--- src/hdl/fbb_pkg.sv ---
// ----------------------------------------------------------------------------
// fbb_pkg: shared types and constants of the free block bitmap unit
// Operation codes, controller states and default sizes.
// ----------------------------------------------------------------------------
`default_nettype none

package fbb_pkg;

    localparam int MAX_BLOCKS_DEF = 4096;
    localparam int WORD_BITS      = 8;
    localparam int CNT_W          = 13;
    localparam int IDX_W          = 12;
    localparam int OP_W           = 3;

    localparam logic [CNT_W-1:0] COUNT_RESET = 13'd4096;

    localparam logic [OP_W-1:0] OP_SET       = 3'd0;
    localparam logic [OP_W-1:0] OP_CLEAR     = 3'd1;
    localparam logic [OP_W-1:0] OP_TEST      = 3'd2;
    localparam logic [OP_W-1:0] OP_FIND      = 3'd3;
    localparam logic [OP_W-1:0] OP_CLEAR_ALL = 3'd4;

    typedef enum logic [1:0] {
        ST_IDLE,
        ST_RMW,
        ST_FIND,
        ST_CLR
    } t_state;

endpackage

`default_nettype wire

--- src/hdl/free_block_bitmap_unit.sv ---
// ----------------------------------------------------------------------------
// free_block_bitmap_unit: block allocation bitmap
// One bit per block in a byte-wide synchronous RAM; set, clear, test, find
// lowest free block and clear all.
// ----------------------------------------------------------------------------
// Usage:
//   Raise start with i_operation and i_block_index; the request is taken at a
//   clock edge where busy is low. Exactly one result follows, shown for one
//   cycle with o_result_valid; the receiver cannot stall it.
//   Steps from acceptance to the result strobe:
//     set / clear / test in range : RAM read, then modify and write back
//     out of range, unused code,
//     find with a zero count      : result registered without a RAM read
//     find                        : read word 0, then check one word per step,
//                                   stopping at the first free block or last word
//     clear all                   : write zero to each RAM word in turn
//   The single RAM port pair, one word per cycle, paces these steps.
//   block_count is written on the cfg channel (i_cfg_valid / o_cfg_ready);
//   the user must write it only while the unit is idle, as the unit does
//   not enforce this; it resets to 4096. After reset the unit sweeps every
//   RAM word to zero with busy high; no result is produced for that sweep.
// ----------------------------------------------------------------------------
`default_nettype none

module free_block_bitmap_unit #(
    parameter int MAX_BLOCKS = fbb_pkg::MAX_BLOCKS_DEF
) (
    input  wire logic                      i_clk,
    input  wire logic                      i_rst_n,
    input  wire logic                      start,
    output logic                           busy,
    input  wire logic [fbb_pkg::OP_W-1:0]  i_operation,
    input  wire logic [fbb_pkg::IDX_W-1:0] i_block_index,
    output logic                           o_result_valid,
    output logic                           o_status,
    output logic                           o_bit_value,
    output logic                           o_found,
    output logic [fbb_pkg::IDX_W-1:0]      o_free_index,
    input  wire logic                      i_cfg_valid,
    output logic                           o_cfg_ready,
    input  wire logic [fbb_pkg::CNT_W-1:0] i_cfg_data
);
    import fbb_pkg::*;

    localparam int DEPTH = (MAX_BLOCKS + WORD_BITS - 1) / WORD_BITS;
    localparam int AW    = (DEPTH > 1) ? $clog2(DEPTH) : 1;
    localparam int IW    = AW + 3;
    localparam int CW    = (IW + 1 > CNT_W) ? IW + 1 : CNT_W;

    logic [WORD_BITS-1:0] mem [DEPTH];
    logic [WORD_BITS-1:0] r_rdata;

    t_state            r_state, n_state;
    logic [OP_W-1:0]   r_op, n_op;
    logic [2:0]        r_bitpos, n_bitpos;
    logic [AW-1:0]     r_widx, n_widx;
    logic              r_init, n_init;
    logic [CNT_W-1:0]  r_block_count;
    logic              r_valid, n_valid;
    logic              r_status, n_status;
    logic              r_bit, n_bit;
    logic              r_found, n_found;
    logic [IDX_W-1:0]  r_idx, n_idx;

    logic                 mem_we;
    logic [AW-1:0]        mem_waddr;
    logic [WORD_BITS-1:0] mem_wdata;
    logic [AW-1:0]        mem_raddr;

    logic [CW-1:0]        cnt_ext;
    logic [CW-1:0]        eff_cnt;
    logic                 in_range;
    logic [CW-1:0]        base;
    logic [WORD_BITS-1:0] lane_ok;
    logic [WORD_BITS-1:0] cand;
    logic [2:0]           sel;
    logic                 last_word;
    logic [WORD_BITS-1:0] mask;

    // saturate the count at the map size
    assign cnt_ext  = CW'(r_block_count);
    assign eff_cnt  = (cnt_ext > CW'(MAX_BLOCKS)) ? CW'(MAX_BLOCKS) : cnt_ext;
    assign in_range = CW'(i_block_index) < eff_cnt;

    assign base      = CW'({r_widx, 3'b000});
    assign last_word = (base + CW'(WORD_BITS)) >= eff_cnt;
    assign mask      = WORD_BITS'(1) << r_bitpos;

    always_comb begin
        for (int j = 0; j < WORD_BITS; j++) begin
            lane_ok[j] = (base + CW'(j)) < eff_cnt;
        end
        cand = ~r_rdata & lane_ok;
        sel  = 3'd0;
        for (int j = WORD_BITS - 1; j >= 0; j--) begin
            if (cand[j]) begin
                sel = 3'(j);
            end
        end
    end

    always_comb begin
        n_state   = r_state;
        n_op      = r_op;
        n_bitpos  = r_bitpos;
        n_widx    = r_widx;
        n_init    = r_init;
        n_valid   = 1'b0;
        n_status  = 1'b0;
        n_bit     = 1'b0;
        n_found   = 1'b0;
        n_idx     = '0;
        mem_we    = 1'b0;
        mem_waddr = r_widx;
        mem_wdata = '0;
        mem_raddr = r_widx;

        unique case (r_state)
            ST_IDLE: begin
                if (start) begin
                    n_op     = i_operation;
                    n_bitpos = i_block_index[2:0];
                    if (i_operation == OP_SET || i_operation == OP_CLEAR ||
                        i_operation == OP_TEST) begin
                        mem_raddr = AW'(i_block_index >> 3);
                        n_widx    = AW'(i_block_index >> 3);
                        if (in_range) begin
                            n_state = ST_RMW;
                        end else begin
                            n_valid  = 1'b1;
                            n_status = 1'b1;
                        end
                    end else if (i_operation == OP_FIND) begin
                        mem_raddr = '0;
                        n_widx    = '0;
                        if (eff_cnt == '0) begin
                            n_valid = 1'b1;
                        end else begin
                            n_state = ST_FIND;
                        end
                    end else if (i_operation == OP_CLEAR_ALL) begin
                        n_widx  = '0;
                        n_init  = 1'b0;
                        n_state = ST_CLR;
                    end else begin
                        n_valid = 1'b1;
                    end
                end
            end
            ST_RMW: begin
                // modify the word read last cycle and write it back, or test its bit
                if (r_op == OP_SET) begin
                    mem_we    = 1'b1;
                    mem_wdata = r_rdata | mask;
                end else if (r_op == OP_CLEAR) begin
                    mem_we    = 1'b1;
                    mem_wdata = r_rdata & ~mask;
                end else begin
                    n_bit = |(r_rdata & mask);
                end
                n_valid = 1'b1;
                n_state = ST_IDLE;
            end
            ST_FIND: begin
                if (cand != '0) begin
                    n_valid = 1'b1;
                    n_found = 1'b1;
                    n_idx   = IDX_W'(base + CW'(sel));
                    n_state = ST_IDLE;
                end else if (last_word) begin
                    n_valid = 1'b1;
                    n_state = ST_IDLE;
                end else begin
                    // advance to the next word
                    n_widx    = r_widx + AW'(1);
                    mem_raddr = r_widx + AW'(1);
                end
            end
            ST_CLR: begin
                mem_we = 1'b1;
                if (r_widx == AW'(DEPTH - 1)) begin
                    n_valid = !r_init;
                    n_init  = 1'b0;
                    n_state = ST_IDLE;
                end else begin
                    n_widx = r_widx + AW'(1);
                end
            end
            default: begin
                n_state = ST_IDLE;
            end
        endcase
    end

    always_ff @(posedge i_clk) begin
        if (mem_we) begin
            mem[mem_waddr] <= mem_wdata;
        end
        r_rdata <= mem[mem_raddr];
    end

    always_ff @(posedge i_clk) begin
        if (!i_rst_n) begin
            r_state       <= ST_CLR;
            r_widx        <= '0;
            r_init        <= 1'b1;
            r_valid       <= 1'b0;
            r_block_count <= COUNT_RESET;
        end else begin
            r_state <= n_state;
            r_widx  <= n_widx;
            r_init  <= n_init;
            r_valid <= n_valid;
            if (i_cfg_valid && o_cfg_ready) begin
                r_block_count <= i_cfg_data;
            end
        end
    end

    always_ff @(posedge i_clk) begin
        r_op     <= n_op;
        r_bitpos <= n_bitpos;
        r_status <= n_status;
        r_bit    <= n_bit;
        r_found  <= n_found;
        r_idx    <= n_idx;
    end

    assign busy           = (r_state != ST_IDLE);
    assign o_cfg_ready    = 1'b1;
    assign o_result_valid = r_valid;
    assign o_status       = r_status;
    assign o_bit_value    = r_bit;
    assign o_found        = r_found;
    assign o_free_index   = r_idx;

`ifndef SYNTHESIS
    a_result_when_idle: assert property (@(posedge i_clk) disable iff (!i_rst_n)
        o_result_valid |-> !busy)
        else $error("result strobe while a request is still in progress");

    a_request_progresses: assert property (@(posedge i_clk) disable iff (!i_rst_n)
        (start && !busy) |=> (busy || o_result_valid))
        else $error("accepted request neither busy nor answered");

    a_found_fields: assert property (@(posedge i_clk) disable iff (!i_rst_n)
        (o_result_valid && o_found) |-> (!o_status && !o_bit_value))
        else $error("find result carries status or bit value");

    a_found_below_count: assert property (@(posedge i_clk) disable iff (!i_rst_n)
        (r_state == ST_FIND && n_found) |-> (CW'(n_idx) < eff_cnt || CW > IDX_W))
        else $error("find returned an index at or above the count");
`endif

endmodule

`default_nettype wire

--- config.mk ---
export PLATFORM = sky130hd
export DESIGN_NAME = free_block_bitmap_unit
export DESIGN_NICKNAME = d
export VERILOG_FILES = /design/src/hdl/fbb_pkg.sv /design/src/hdl/free_block_bitmap_unit.sv
export SDC_FILE = /design/constraint.sdc
export NUM_CORES = 2
export LEC_CHECK = 0
export ABC_CLOCK_PERIOD_IN_PS = 30400
export BUFFER_PORTS_ARGS = -buffer_cell sky130_fd_sc_hd__buf_2
export CAP_MARGIN = 10
export CORE_MARGIN = 2
export CORE_UTILIZATION = 50
export CTS_BUF_LIST = sky130_fd_sc_hd__clkbuf_8
export DETAILED_ROUTE_END_ITERATION = 7
export PLACE_DENSITY_LB_ADDON = 0.08
export SETUP_SLACK_MARGIN = 0.4
export SLEW_MARGIN = 20
export SYNTH_ARGS = -nofsm -noshare
export SYNTH_HDL_FRONTEND = slang
export SYNTH_SLANG_ARGS = --single-unit
--- constraint.sdc ---
create_clock -name i_clk -period 30.4 [get_ports i_clk]
set_input_delay 3.04 -clock i_clk [delete_from_list [all_inputs] [get_ports i_clk]]
set_output_delay 3.04 -clock i_clk [all_outputs]
set_load 0.02 [all_outputs]
==> summary.txt <==
Outcome
  – Status: complete, but fails checks
  – Violated checks: DRC

Synthesis
  – Net Count, Synth: 12800
  – Post-synthesis cell count: 12700
  – Distinct cell type count after synthesis: 82
  – Seq/Total Area, Yosys: 73.9%
  – Post-synth ARST share: 0%
  – Top FF cell, synth: edfxtp_1
  – Post-synth EDFFs: 4102
  – Synthesized area: 168000 um2
  – Flop and latch count out of synthesis: 4151
  – YS warnings: 0
  – Synth Area per Inst: 13.2 um2

Floorplan
  – I/O pin total: 50
  – Die Span X: 584 um
  – Die area: 341000 um2
  – Starting Density: 50.3%
  – Die height: 584 um
  – FP Rows: 212
  – Placeable Area: 334000 um2

CTS
  – Post-CTS setup buffer count: 0
  – Worst skew pair latency: 1250 ps
  – H-Tree Depth: 6
  – CTS tree: built
  – Clock tree buffer depth: 4
  – Root Buffer: clkbuf_8
  – Clk slew on worst S/H paths: 70 ps
  – Hold-fix buffers, CTS: 0
  – Clk sinks: 4151
  – Post-CTS sizing: 0
  – Num CTS Buffers: 676

Timing
  – Final setup vio count: 0
  – Slew @ Worst Pin: 1310 ps
  – Final WS setup: 20280 ps
  – FMAX: 0.0988 GHz
  – Fin crit period: 10120 ps
  – RSZ-0062 raised after global routing: false
  – Slew Viols, Final: 0
  – Slew HR: 11.8%
  – Final Cycle Share: 33.3%
  – Clock skew: 70.4 ps
  – Final Hold Viols: 0
  – Post-route setup TNS: 0 ps

Worst hold path
  – Hold Crit Class: reg2reg
  – Hold path depth: 2
  – Hold Startpoint: r_init
  – Min-Delay Endpoint: r_init

Worst setup path
  – Worst r2r path cells: 24
  – Startpoint Class: flip-flop
  – WP data required: 31470 ps
  – RR Startpoint: mem_waddr[1]
  – Critical Path AT: 11190 ps
  – CP Capture Type: flip-flop
  – Critical path class: reg2reg
  – R2r endpoint: r_rdata[5]
  – Reg2reg setup slack: 20280 ps
  – CP Max Fanout: 71

Placement
  – DP Worst Slack: 20410 ps
  – I/O Buffers: 48
  – GPL Wtd Cong: 0.892
  – Placed wire-length estimate: 305000 um

Layout
  – Commonest non-fill, non-tap cell in the layout: edfxtp_1
  – Most frequent cells in the layout: 4102 x edfxtp_1, 3018 x nand2_1, 1182 x nand3_1
  – Final core occ: 55.1%
  – Area growth, synth to finish: 9.66%
  – Layout fillers: 27500
  – Layout net count: 12800
  – Fraction of layout cells with a size suffix above 1: 9.04%

Global route
  – Vias in the first global route: 106000
  – Global-route wire length before repair: 758000 um
  – Largest net degree at the start of global routing: 190
  – M1 GR Usage: 42.7%
  – Met3 Use GR: 5.33%
  – All-layer global routing usage: 30.6%
  – Antenna violations before repair: 30
  – GRT overflow: 0
  – M2 GR Usage: 47.2%
  – Global routing's busiest layer: met2

Power and ir drop
  – Net Sw Frac: 25.2%
  – Peak VDD IR: 0.0000463 V
  – P_leak: 57.7 nW
  – Power share of the sequential group: 54.0%
  – Combinational share of power: 7.8%
  – Pwr Density: 62.5 nW/um2
  – Clock share of power: 38.1%
  – Switch Pwr: 2.90 mW
  – P_int: 8.61 mW

Job
  – Max_cap viols: 0

Detailed routing
  – First drt pass iteration count: 8
  – 1st-iter DRT viols: 13700
  – Residual DRC count: 2
  – Antenna Violating Nets Remaining: 0
  – Vias: 110000
  – Via density: 6.24
  – Wire length per cell: 30.1 um
  – Drt total wl: 532000 um
==> sequential cells by signal (all words and copies together), names as in the netlist <==
| register | count |
|---|---|
| cnt_ext | 13 |
| mem | 4096 |
| mem_waddr | 9 |
| o_bit_value | 1 |
| o_found | 1 |
| o_free_index | 12 |
| o_result_valid | 1 |
| o_status | 1 |
| r_bitpos | 3 |
| r_init | 1 |
| r_op | 3 |
| r_rdata | 8 |
| r_state | 2 |
==> worst max-delay path by stage <==
stage,to,slack (ps),cells past startpoint,start
2_1_floorplan,mem[0][4],2690,2,r_op[0]
3_3_place_gp,r_rdata[5],19370,17,i_operation[2]
3_5_place_dp,r_rdata[7],20410,17,i_operation[2]
4_1_cts,r_rdata[5],20530,24,mem_waddr[1]
5_1_grt,r_rdata[5],19960,24,mem_waddr[1]
6_report,r_rdata[5],20280,24,mem_waddr[1]
==> metrics by stage <==
stage,instance area [um2],std cells,power (mW),hold slack [ps]
2_1_floorplan,168000,12700,6.91,436
3_3_place_gp,172000,16400,7.22,453
3_5_place_dp,172000,16400,7.22,495
4_1_cts,184000,17600,11.5,507
5_1_grt,184000,17700,11.9,525
6_report,184000,17700,11.5,499
==> critical path, cell delays in order, from the launching register on <==
cell       delay [ps]
dfxtp_1           540
ha_1              540
nand3_1           320
nand2b_1          350
nor2_1            140
ha_1              280
ha_1              320
a2111oi_0         480
a31oi_1           190
nor4b_2           240
buf_4             270
a21oi_1           170
o21ai_4           200
buf_4             460
buf_4             750
buf_4             700
buf_4             750
buf_4             780
buf_4             680
a31oi_1           210
a32oi_1           250
nand3_1           100
and4_1            200
o22ai_1           680
a2111oi_2         110
==> cell families (layout without fill, tap and decap cells) <==
kind of cell	after synthesis	count (layout)	share of synthesized area (%)
compound gates	1810	1810	7.53
xor+xnor	7	7	0.0365
fa+ha+maj	37	37	0.276
buf+inv	969	1506	2.51
flops	4151	4151	73.9
mux	201	201	1.32
other cells	1	18	0.00223
simple gates	5545	5545	14.4
==> per-layer routing <==
layer	share of wire, %	wire, um
met1	40	215000
met2	46	244000
met3	8.7	46400
met4	4.9	26000
met5	0.022	118
==> cells in the mapped netlist, types with 22 or more instances <==
library cell  count  area share [%]
and3_1          479             1.8
nor2b_1          26           0.097
a21oi_1         264            0.79
a311oi_1         80            0.42
nor3_1           37            0.11
mux2i_1         184             1.1
a221oi_1         47            0.25
nand2_1        3038             6.8
o211ai_1         27            0.12
clkbuf_1        493             1.1
a21o_1           26            0.12
nor4_1           22           0.082
a22oi_1          43            0.19
a211oi_1        539             2.4
a21boi_0         30            0.13
dfxtp_1          49            0.58
a31oi_1         455             1.7
nand4_1          55            0.20
nor2_1          608             1.4
buf_4            38            0.17
a32oi_1          61            0.32
buf_2           292            0.87
o21ai_0          68            0.20
o22ai_1          25           0.093
edfxtp_1       4102              73
nand3_1        1182             3.5
ha_1             37            0.28
a41o_1           26            0.15
buf_1           124            0.28
==> power by group through the flow <==
stage / Sequential [mW] / Combinational (mW) / Clock (mW)
6_report: 6.22 / 0.901 / 4.39
5_1_grt: 6.21 / 0.967 / 4.67
4_1_cts: 6.22 / 0.891 / 4.44
3_5_place_dp: 6.34 / 0.887 / 0
3_3_place_gp: 6.34 / 0.880 / 0
2_1_floorplan: 6.32 / 0.590 / 0
==> layout make-up <==
class,instances,area (um2),area share [%]
multi-input combinational,7601,40100,21.8
inverter,13,48.8,0.0265
clock buffer,689,9480,5.15
clock inverter,509,2400,1.30
tap,4387,5490,2.98
sequential,4151,124000,67.4
timing repair buffer,295,2450,1.33
antenna,17,42.5,0.0231
Note: power is estimated with default switching activity, not from simulation.
